**config.mk**
```make
export PLATFORM = sky130hd
export DESIGN_NAME = stomp_frame_deframer
export DESIGN_NICKNAME = d
export VERILOG_FILES = /design/src/rtl/sfd_pkg.sv /design/src/rtl/stomp_frame_deframer.sv
export SDC_FILE = /design/constraint.sdc
export NUM_CORES = 1
export LEC_CHECK = 0
export BUFFER_PORTS_ARGS = -buffer_cell sky130_fd_sc_hd__clkbuf_2
export CAP_MARGIN = 20
export CORE_UTILIZATION = 35
export CTS_CLUSTER_SIZE = 16
export DETAILED_ROUTE_END_ITERATION = 6
export GPL_TIMING_DRIVEN = 0
export SETUP_SLACK_MARGIN = 0.5
export SYNTH_ARGS = -nofsm -noshare
export SYNTH_HDL_FRONTEND = slang
export SYNTH_SLANG_ARGS = --single-unit
```
**constraint.sdc**
```tcl
create_clock -name clk -period 8.9 [get_ports clk]
set_input_delay 1.335 -clock clk [delete_from_list [all_inputs] [get_ports clk]]
set_output_delay 1.335 -clock clk [all_outputs]
set_load 0.03 [all_outputs]
```
**src/rtl/sfd_pkg.sv**
```systemverilog
// Shared types and constants for the STOMP frame deframer.
// Holds the parser phase type, the result tag codes and the header key table.
// No dependencies; every other file of the block imports it.
`timescale 1ns / 1ps
`default_nettype none

package sfd_pkg;

  localparam int unsigned BODY_LEN_W   = 31;
  localparam int unsigned LEN_KEY_SIZE = 14;
  localparam int unsigned KEY_POS_W    = 4;

  typedef enum logic [2:0] {
    PH_CMD      = 3'd0,
    PH_HDR      = 3'd1,
    PH_BODY_NUL = 3'd2,
    PH_BODY_CNT = 3'd3,
    PH_TRAIL    = 3'd4
  } phase_t;

  localparam logic [2:0] KIND_NONE  = 3'd0;
  localparam logic [2:0] KIND_CMD   = 3'd1;
  localparam logic [2:0] KIND_KEY   = 3'd2;
  localparam logic [2:0] KIND_VALUE = 3'd3;
  localparam logic [2:0] KIND_BODY  = 3'd4;

  localparam logic [2:0] MARK_NONE     = 3'd0;
  localparam logic [2:0] MARK_CMD_END  = 3'd1;
  localparam logic [2:0] MARK_PAIR_END = 3'd2;
  localparam logic [2:0] MARK_DISCARD  = 3'd3;
  localparam logic [2:0] MARK_HDR_END  = 3'd4;
  localparam logic [2:0] MARK_FRM_END  = 3'd5;

  localparam logic [1:0] ERR_NONE    = 2'd0;
  localparam logic [1:0] ERR_BAD_LEN = 2'd1;
  localparam logic [1:0] ERR_NO_NUL  = 2'd2;

  localparam logic [7:0] CH_NUL   = 8'h00;
  localparam logic [7:0] CH_TAB   = 8'h09;
  localparam logic [7:0] CH_LF    = 8'h0A;
  localparam logic [7:0] CH_FF    = 8'h0C;
  localparam logic [7:0] CH_CR    = 8'h0D;
  localparam logic [7:0] CH_SPACE = 8'h20;
  localparam logic [7:0] CH_ZERO  = 8'h30;
  localparam logic [7:0] CH_NINE  = 8'h39;
  localparam logic [7:0] CH_COLON = 8'h3A;

  localparam logic [KEY_POS_W-1:0] KEY_FULL = KEY_POS_W'(LEN_KEY_SIZE);

  function automatic logic is_space(input logic [7:0] c);
    return (c == CH_SPACE) || (c == CH_TAB) || (c == CH_LF) ||
           (c == CH_CR) || (c == CH_FF);
  endfunction

  // Characters of the "content-length" header key.
  function automatic logic [7:0] len_key(input logic [KEY_POS_W-1:0] pos);
    logic [7:0] ch;
    unique case (pos)
      4'd0:    ch = 8'h63; // c
      4'd1:    ch = 8'h6F; // o
      4'd2:    ch = 8'h6E; // n
      4'd3:    ch = 8'h74; // t
      4'd4:    ch = 8'h65; // e
      4'd5:    ch = 8'h6E; // n
      4'd6:    ch = 8'h74; // t
      4'd7:    ch = 8'h2D; // -
      4'd8:    ch = 8'h6C; // l
      4'd9:    ch = 8'h65; // e
      4'd10:   ch = 8'h6E; // n
      4'd11:   ch = 8'h67; // g
      4'd12:   ch = 8'h74; // t
      4'd13:   ch = 8'h68; // h
      default: ch = CH_NUL;
    endcase
    return ch;
  endfunction

endpackage

`default_nettype wire

```
**src/rtl/stomp_frame_deframer.sv**
```systemverilog
// STOMP frame deframer top level: tags each received byte of a STOMP stream.
// Depends on sfd_pkg for the phase type, tag codes and header key table.
`timescale 1ns / 1ps
`default_nettype none

// Takes one received byte per transfer and returns one tagged copy of it per
// transfer: command, header key, header value or body, plus end marks for
// the command line, each header pair, colonless lines, the end of headers and
// the end of the frame. Blank lines and leading whitespace before a command
// are skipped. The last exact "content-length" header, if its decimal value is
// nonzero, selects a counted body that must be followed by a NUL; otherwise the
// body ends at the first NUL. A bad length value drops the frame. Throughput
// is one byte per cycle while out_stall is low. Each byte goes through the input
// register, then a single pass of parser logic (the length accumulator's
// shift-and-add times ten is the deepest path), into the result register. A
// second byte is taken into the input register while a result waits.
// LENGTH_BITS (16 to 31) sets the widest accepted content length.
module stomp_frame_deframer #(
  parameter int unsigned LENGTH_BITS = 31
) (
  input  wire logic                           clk,
  input  wire logic                           rst_n,
  input  wire logic                           in_valid,
  output logic                                in_stall,
  input  wire logic [7:0]                     in_rx_byte,
  output logic                                out_valid,
  input  wire logic                           out_stall,
  output logic [7:0]                          out_data_byte,
  output logic [2:0]                          out_byte_kind,
  output logic [2:0]                          out_end_mark,
  output logic [1:0]                          out_error_code,
  output logic [sfd_pkg::BODY_LEN_W-1:0]      out_body_length
);

  import sfd_pkg::*;

  localparam int unsigned PROD_W = LENGTH_BITS + 4;

  // Input register.
  logic       s1_valid_r;
  logic [7:0] s1_byte_r;

  // Parser state.
  phase_t                 phase_r, phase_nxt;
  logic [KEY_POS_W-1:0]   key_pos_r, key_pos_nxt;
  logic                   key_match_r, key_match_nxt;
  logic                   seen_sep_r, seen_sep_nxt;
  logic                   line_empty_r, line_empty_nxt;
  logic                   cmd_started_r, cmd_started_nxt;
  logic [LENGTH_BITS-1:0] len_accum_r, len_accum_nxt;
  logic                   len_bad_r, len_bad_nxt;
  logic [LENGTH_BITS-1:0] body_rem_r, body_rem_nxt;

  // Result register.
  logic                   out_valid_r;
  logic [7:0]             out_byte_r;
  logic [2:0]             out_kind_r;
  logic [2:0]             out_mark_r;
  logic [1:0]             out_err_r;
  logic [LENGTH_BITS-1:0] out_blen_r;

  logic                   advance;
  logic                   in_xfer;
  logic [7:0]             c;
  logic [2:0]             kind;
  logic [2:0]             mark;
  logic [1:0]             err;
  logic [LENGTH_BITS-1:0] blen;
  logic                   is_digit;
  logic                   key_ok;
  logic [PROD_W-1:0]      len_times_ten;

  assign advance  = s1_valid_r && (!out_valid_r || !out_stall);
  assign in_stall = s1_valid_r && !advance;
  assign in_xfer  = in_valid && !in_stall;
  assign c        = s1_byte_r;
  assign is_digit = (c >= CH_ZERO) && (c <= CH_NINE);

  // Accumulator times ten plus the digit, as shifts and adds.
  assign len_times_ten = (PROD_W'(len_accum_r) << 3) + (PROD_W'(len_accum_r) << 1)
                       + PROD_W'(c[3:0]);

  always_comb begin
    phase_nxt       = phase_r;
    key_pos_nxt     = key_pos_r;
    key_match_nxt   = key_match_r;
    seen_sep_nxt    = seen_sep_r;
    line_empty_nxt  = line_empty_r;
    cmd_started_nxt = cmd_started_r;
    len_accum_nxt   = len_accum_r;
    len_bad_nxt     = len_bad_r;
    body_rem_nxt    = body_rem_r;
    kind            = KIND_NONE;
    mark            = MARK_NONE;
    err             = ERR_NONE;
    blen            = '0;
    key_ok          = key_match_r && (key_pos_r == KEY_FULL);

    unique case (phase_r)
      PH_HDR: begin
        if (!seen_sep_r) begin
          if (c == CH_LF) begin
            if (line_empty_r) begin
              mark = MARK_HDR_END;
              if (len_bad_r) begin
                err             = ERR_BAD_LEN;
                phase_nxt       = PH_CMD;
                cmd_started_nxt = 1'b0;
                len_accum_nxt   = '0;
                len_bad_nxt     = 1'b0;
                body_rem_nxt    = '0;
              end else begin
                blen = len_accum_r;
                if (len_accum_r != '0) begin
                  body_rem_nxt = len_accum_r;
                  phase_nxt    = PH_BODY_CNT;
                end else begin
                  phase_nxt = PH_BODY_NUL;
                end
              end
            end else begin
              mark = MARK_DISCARD;
            end
            key_pos_nxt    = '0;
            key_match_nxt  = 1'b1;
            seen_sep_nxt   = 1'b0;
            line_empty_nxt = 1'b1;
          end else if (c == CH_COLON) begin
            line_empty_nxt = 1'b0;
            seen_sep_nxt   = 1'b1;
            key_match_nxt  = key_ok;
            key_pos_nxt    = '0;
            // A fresh content-length header replaces any earlier value.
            if (key_ok) begin
              len_accum_nxt = '0;
              len_bad_nxt   = 1'b0;
            end
          end else begin
            kind           = KIND_KEY;
            line_empty_nxt = 1'b0;
            if (key_match_r && (key_pos_r < KEY_FULL) && (c == len_key(key_pos_r))) begin
              key_pos_nxt = key_pos_r + 1'b1;
            end else begin
              key_match_nxt = 1'b0;
            end
          end
        end else begin
          if (c == CH_LF) begin
            mark = MARK_PAIR_END;
            // An empty content-length value is bad.
            if (key_match_r && (key_pos_r == '0)) begin
              len_bad_nxt = 1'b1;
            end
            key_pos_nxt    = '0;
            key_match_nxt  = 1'b1;
            seen_sep_nxt   = 1'b0;
            line_empty_nxt = 1'b1;
          end else begin
            kind = KIND_VALUE;
            if (key_match_r && !len_bad_r) begin
              if (is_digit) begin
                key_pos_nxt = KEY_POS_W'(1);
                if (len_times_ten[PROD_W-1:LENGTH_BITS] != '0) begin
                  len_bad_nxt = 1'b1;
                end else begin
                  len_accum_nxt = len_times_ten[LENGTH_BITS-1:0];
                end
              end else begin
                len_bad_nxt = 1'b1;
              end
            end
          end
        end
      end
      PH_BODY_NUL: begin
        if (c == CH_NUL) begin
          mark            = MARK_FRM_END;
          phase_nxt       = PH_CMD;
          key_pos_nxt     = '0;
          key_match_nxt   = 1'b1;
          seen_sep_nxt    = 1'b0;
          line_empty_nxt  = 1'b1;
          cmd_started_nxt = 1'b0;
          len_accum_nxt   = '0;
          len_bad_nxt     = 1'b0;
          body_rem_nxt    = '0;
        end else begin
          kind = KIND_BODY;
        end
      end
      PH_BODY_CNT: begin
        kind = KIND_BODY;
        if (body_rem_r <= LENGTH_BITS'(1)) begin
          body_rem_nxt = '0;
          phase_nxt    = PH_TRAIL;
        end else begin
          body_rem_nxt = body_rem_r - 1'b1;
        end
      end
      PH_TRAIL: begin
        mark = MARK_FRM_END;
        if (c != CH_NUL) begin
          err = ERR_NO_NUL;
        end
        phase_nxt       = PH_CMD;
        key_pos_nxt     = '0;
        key_match_nxt   = 1'b1;
        seen_sep_nxt    = 1'b0;
        line_empty_nxt  = 1'b1;
        cmd_started_nxt = 1'b0;
        len_accum_nxt   = '0;
        len_bad_nxt     = 1'b0;
        body_rem_nxt    = '0;
      end
      PH_CMD: begin
        if (cmd_started_r) begin
          if (c == CH_LF) begin
            mark            = MARK_CMD_END;
            phase_nxt       = PH_HDR;
            cmd_started_nxt = 1'b0;
            key_pos_nxt     = '0;
            key_match_nxt   = 1'b1;
            seen_sep_nxt    = 1'b0;
            line_empty_nxt  = 1'b1;
          end else begin
            kind = KIND_CMD;
          end
        end else if (!is_space(c)) begin
          cmd_started_nxt = 1'b1;
          kind            = KIND_CMD;
        end
      end
      default: begin
        // Unused phase codes fall back to waiting for a command line.
        phase_nxt = PH_CMD;
        if (!is_space(c)) begin
          cmd_started_nxt = 1'b1;
          kind            = KIND_CMD;
        end
      end
    endcase
  end

  always_ff @(posedge clk) begin
    if (!rst_n) begin
      s1_valid_r    <= 1'b0;
      out_valid_r   <= 1'b0;
      phase_r       <= PH_CMD;
      key_pos_r     <= '0;
      key_match_r   <= 1'b1;
      seen_sep_r    <= 1'b0;
      line_empty_r  <= 1'b1;
      cmd_started_r <= 1'b0;
      len_accum_r   <= '0;
      len_bad_r     <= 1'b0;
      body_rem_r    <= '0;
    end else begin
      if (in_xfer) begin
        s1_valid_r <= 1'b1;
      end else if (advance) begin
        s1_valid_r <= 1'b0;
      end
      if (advance) begin
        out_valid_r   <= 1'b1;
        phase_r       <= phase_nxt;
        key_pos_r     <= key_pos_nxt;
        key_match_r   <= key_match_nxt;
        seen_sep_r    <= seen_sep_nxt;
        line_empty_r  <= line_empty_nxt;
        cmd_started_r <= cmd_started_nxt;
        len_accum_r   <= len_accum_nxt;
        len_bad_r     <= len_bad_nxt;
        body_rem_r    <= body_rem_nxt;
      end else if (!out_stall) begin
        out_valid_r <= 1'b0;
      end
    end
  end

  always_ff @(posedge clk) begin
    if (in_xfer) begin
      s1_byte_r <= in_rx_byte;
    end
    if (advance) begin
      out_byte_r <= c;
      out_kind_r <= kind;
      out_mark_r <= mark;
      out_err_r  <= err;
      out_blen_r <= blen;
    end
  end

  assign out_valid       = out_valid_r;
  assign out_data_byte   = out_byte_r;
  assign out_byte_kind   = out_kind_r;
  assign out_end_mark    = out_mark_r;
  assign out_error_code  = out_err_r;
  assign out_body_length = BODY_LEN_W'(out_blen_r);

endmodule

`default_nettype wire

```
==> results.txt <==
----------------------------------------------------
[Finish]
  Combined area of the multi-input logic cells ... 0.00546 mm2
  Layout Cell Area excl Fill ... 0.0105 mm2
  Post-route core utilization ... 0.413
  Count of filler cells inserted in the layout ... 2585
  Number of nets in the layout ... 1243
  Sequential cell area ... 0.00331 mm2
  Antenna Cells ... 0
  Share of post-route cells with drive strength above 1 ... 0.109
  Growth of design area from synthesis to finish ... 14.5%

[Pwr]
  Cell area power density ... 138 mW/mm2
  Leakage ... 4.20 nW
  VDD IR-drop max ... 0.000104 V

[Logic synthesis]
  Count of mapped cells out of synthesis ... 1078
  Post-synthesis instance area ... 0.00919 mm2
  Proportion of netlist area held by the largest area contributor ... 0.181
  Fraction of the yosys area taken by sequential cells ... 0.361
  Count of synthesis-stage warnings from yosys ... 0
  Number of flip-flops and latches in the synthesized netlist ... 138
  Leading cell types by total area after synthesis ... sky130_fd_sc_hd__dfxtp_1, sky130_fd_sc_hd__edfxtp_1, sky130_fd_sc_hd__ha_1
  Number of enable-type register cells in the synthesized netlist ... 55
  Biggest area consumer among synthesized cells ... sky130_fd_sc_hd__dfxtp_1
  Yosys cell types ... 86
  Leading register cell type out of synthesis ... sky130_fd_sc_hd__dfxtp_1
  Post-Synthesis Net Count ... 1164
  Async SR Flop Fraction ... 0
  Cell with the most instances after synthesis ... sky130_fd_sc_hd__nand2_1
  Average cell area after synthesis ... 8.52 um2
  Commonest cells in the synthesized netlist ... sky130_fd_sc_hd__nand2_1, sky130_fd_sc_hd__nor2_1, sky130_fd_sc_hd__dfxtp_1, sky130_fd_sc_hd__o21ai_0, sky130_fd_sc_hd__ha_1

[Timing]
  Final number of hold-violating endpoints ... 0
  Post-layout worst setup margin ... 4.19 ns
  Setup repair after global routing missed its margin ... false
  Count of endpoints failing setup in the final report ... 0
  Post-Route Skew ... 0.0134 ns
  Final-layout worst hold slack ... 0.502 ns
  Worst rel slew slack ... 0.311
  Final sum of negative setup slack ... 0 ns
  Ratio of final minimum period to clock period ... 0.529
  Pin slew with the least headroom to its limit ... 1.03 ns
  Final max-slew violation count ... 0
  Peak Freq ... 0.212 GHz
  Final worst path period need ... 4.71 ns

[Routing]
  Number of violations reported at the end of detailed-routing iteration 0 ... 644
  Post-DR vias/cell ... 5.74
  Count of unresolved DRC violations after routing ... 0
  Total via count in the routed design ... 8608
  Count of antenna-violating nets left after detailed routing ... 0
  Detailed-route wire length ... 28500 um
  Routed wirelength normalized by instance count ... 19.0 um
  First drt pass iteration count ... 5

[Clock network]
  Count of instances resized after the clock tree is built ... 0
  Root buffer cell ... sky130_fd_sc_hd__clkbuf_16
  CTS sink count ... 138
  Clk Latency, worst-skew pair ... 0.43 ns
  CTS tree ... yes
  Deepest level of the CTS H-tree ... 4
  Post-CTS Hold Buffers ... 0
  Count of buffers added by post-CTS timing repair for setup ... 0
  TritonCTS buffer count ... 17
  Maximum number of buffers from clock root to sink ... 2
  Worst-path clk slew ... 0.07 ns

[Setup path]
  Crit start category ... flip-flop
  CP Class ... flip-flop to flip-flop
  Critical-path maximum fanout ... 7
  Endpoint kind of the worst setup timing path ... flip-flop
  Data arrival, critical path ... 4.97 ns
  Critical path required time ... 9.17 ns

[Die]
  Core ar. ... 0.0255 mm2
  IO Pins ... 61
  Die Ht ... 164 um
  Starting density of the core ... 0.361
  Die Outline Area ... 0.0269 mm2
  Std-Cell Rows ... 58
  Overall die width ... 164 um

[GRT]
  Number of global-route vias before repair ... 8111
  Pin count of the biggest net entering global routing ... 30
  Gr usage total ... 0.219
  Wire length of the first global-routing pass ... 45400 um
  Initial antenna violation count ... 0
  Congestion Overflow GR ... 0

[Placement]
  Post-Place Worst Slack ... 4.30 ns
  DP HPWL ... 21300 um
  Placer congestion estimate ... 0.919
  Port Buffer Count ... 59
  Placement Cell Area ... 0.00993 mm2

[Worst hold path]
  Class of the worst hold path ... flip-flop to flip-flop

[Flow run]
  Maxcap violations ... 0

[Status]
  Run status ... finished clean

----------------------------------------------------
-- cell type report --
| class | count | area share |
|---|---|---|
| buffer | 57 | 0.0273 |
| inverter | 37 | 0.0132 |
| clock buffer | 19 | 0.0441 |
| sequential | 138 | 0.315 |
| multi-input combinational | 846 | 0.519 |
| timing repair buffer | 60 | 0.0300 |
| tap | 330 | 0.0392 |
| clock inverter | 13 | 0.0124 |
-- power breakdown --
group	total (W)	internal, W	switching (W)
sequential	0.000676	0.000668	0.00000730
clock	0.000720	0.000416	0.000304
combinational	0.0000590	0.0000152	0.0000438
-- cells in the final DEF (no fill, tap or decap), types with 7 or more instances in the layout --
| master | count |
|---|---|
| sky130_fd_sc_hd__a31oi_1 | 7 |
| sky130_fd_sc_hd__nor2_1 | 117 |
| sky130_fd_sc_hd__nor4_1 | 20 |
| sky130_fd_sc_hd__mux2i_1 | 28 |
| sky130_fd_sc_hd__a22oi_1 | 25 |
| sky130_fd_sc_hd__a21o_1 | 12 |
| sky130_fd_sc_hd__or3_1 | 25 |
| sky130_fd_sc_hd__xnor2_1 | 17 |
| sky130_fd_sc_hd__nand2b_1 | 8 |
| sky130_fd_sc_hd__o211ai_1 | 8 |
| sky130_fd_sc_hd__nand4_1 | 13 |
| sky130_fd_sc_hd__clkbuf_16 | 18 |
| sky130_fd_sc_hd__inv_1 | 37 |
| sky130_fd_sc_hd__clkbuf_2 | 60 |
| sky130_fd_sc_hd__o31ai_1 | 11 |
| sky130_fd_sc_hd__a211oi_1 | 8 |
| sky130_fd_sc_hd__nand2_1 | 143 |
| sky130_fd_sc_hd__o21ai_0 | 79 |
| sky130_fd_sc_hd__ha_1 | 72 |
| sky130_fd_sc_hd__nand3_1 | 15 |
| sky130_fd_sc_hd__o21a_1 | 9 |
| sky130_fd_sc_hd__edfxtp_1 | 55 |
| sky130_fd_sc_hd__dfxtp_1 | 83 |
| sky130_fd_sc_hd__o22ai_1 | 9 |
| sky130_fd_sc_hd__and3_1 | 7 |
| sky130_fd_sc_hd__a21oi_1 | 57 |
| sky130_fd_sc_hd__xor2_1 | 13 |
| sky130_fd_sc_hd__o32ai_1 | 18 |
| sky130_fd_sc_hd__clkbuf_1 | 40 |
| sky130_fd_sc_hd__nor3_1 | 35 |
-- metrics by stage --
| step | total power (W) | instances |
|---|---|---|
| final | 0.00145 | 1500 |
| after global routing | 0.00149 | 1500 |
| after CTS | 0.00146 | 1500 |
| after detailed placement | 0.000749 | 1468 |
| after global placement | 0.000749 | 1467 |
| after floorplan | 0.000727 | 1078 |
-- state kept, by name, indices dropped and copies added (netlist names), 4 cells and up, named ones only --
name,flops
body_rem_r,31
c,8
key_pos_r,4
len_accum_r,31
out_body_length,31
out_data_byte,8
-- worst paths after layout --
path | start | endpoint | slack, ns | cells after the start
setup / recovery | c[3] | len_accum_r[29] | 4.19 | 12
setup reg to reg | c[3] | len_accum_r[29] | 4.19 | 12
hold / removal | body_rem_r[22] | body_rem_r[22] | 0.50 | 2
hold reg to reg | body_rem_r[22] | body_rem_r[22] | 0.50 | 2
-- worst max-delay path: stages (launching register included) --
cell and delay (ns):
sky130_fd_sc_hd__edfxtp_1 0.55, sky130_fd_sc_hd__inv_1 0.18, sky130_fd_sc_hd__fa_1 0.55, sky130_fd_sc_hd__fa_1 0.45, sky130_fd_sc_hd__nand2b_1 0.20, sky130_fd_sc_hd__a21oi_1 0.27, sky130_fd_sc_hd__nor2_1 0.11, sky130_fd_sc_hd__o31ai_2 0.55
sky130_fd_sc_hd__a311oi_1 0.22, sky130_fd_sc_hd__nor2_1 0.15, sky130_fd_sc_hd__o2bb2ai_1 0.14, sky130_fd_sc_hd__o41ai_1 0.95, sky130_fd_sc_hd__o32ai_1 0.21
-- metal layers --
layer / vias to the layer above / part of all wire / track usage
li1: 4149 / - / -
met1: 4066 / 0.47 / 0.308
met2: 356 / 0.45 / 0.342
met3: 37 / 0.065 / 0.0394
met4: 0 / 0.015 / 0.0619
met5: - / 0 / 0
-- logic make-up (layout without fill, tap and decap cells) --
| kind of cell | Yosys count | after routing | share of synthesized area |
|---|---|---|---|
| simple gates | 416 | 416 | 0.213 |
| fa+ha+maj | 74 | 74 | 0.102 |
| xor+xnor | 31 | 31 | 0.0304 |
| buf+inv | 94 | 186 | 0.0464 |
| mux | 30 | 30 | 0.0330 |
| compound gates | 295 | 295 | 0.214 |
| flops | 138 | 138 | 0.361 |
No activity file was read; power rests on OpenSTA's default activity.
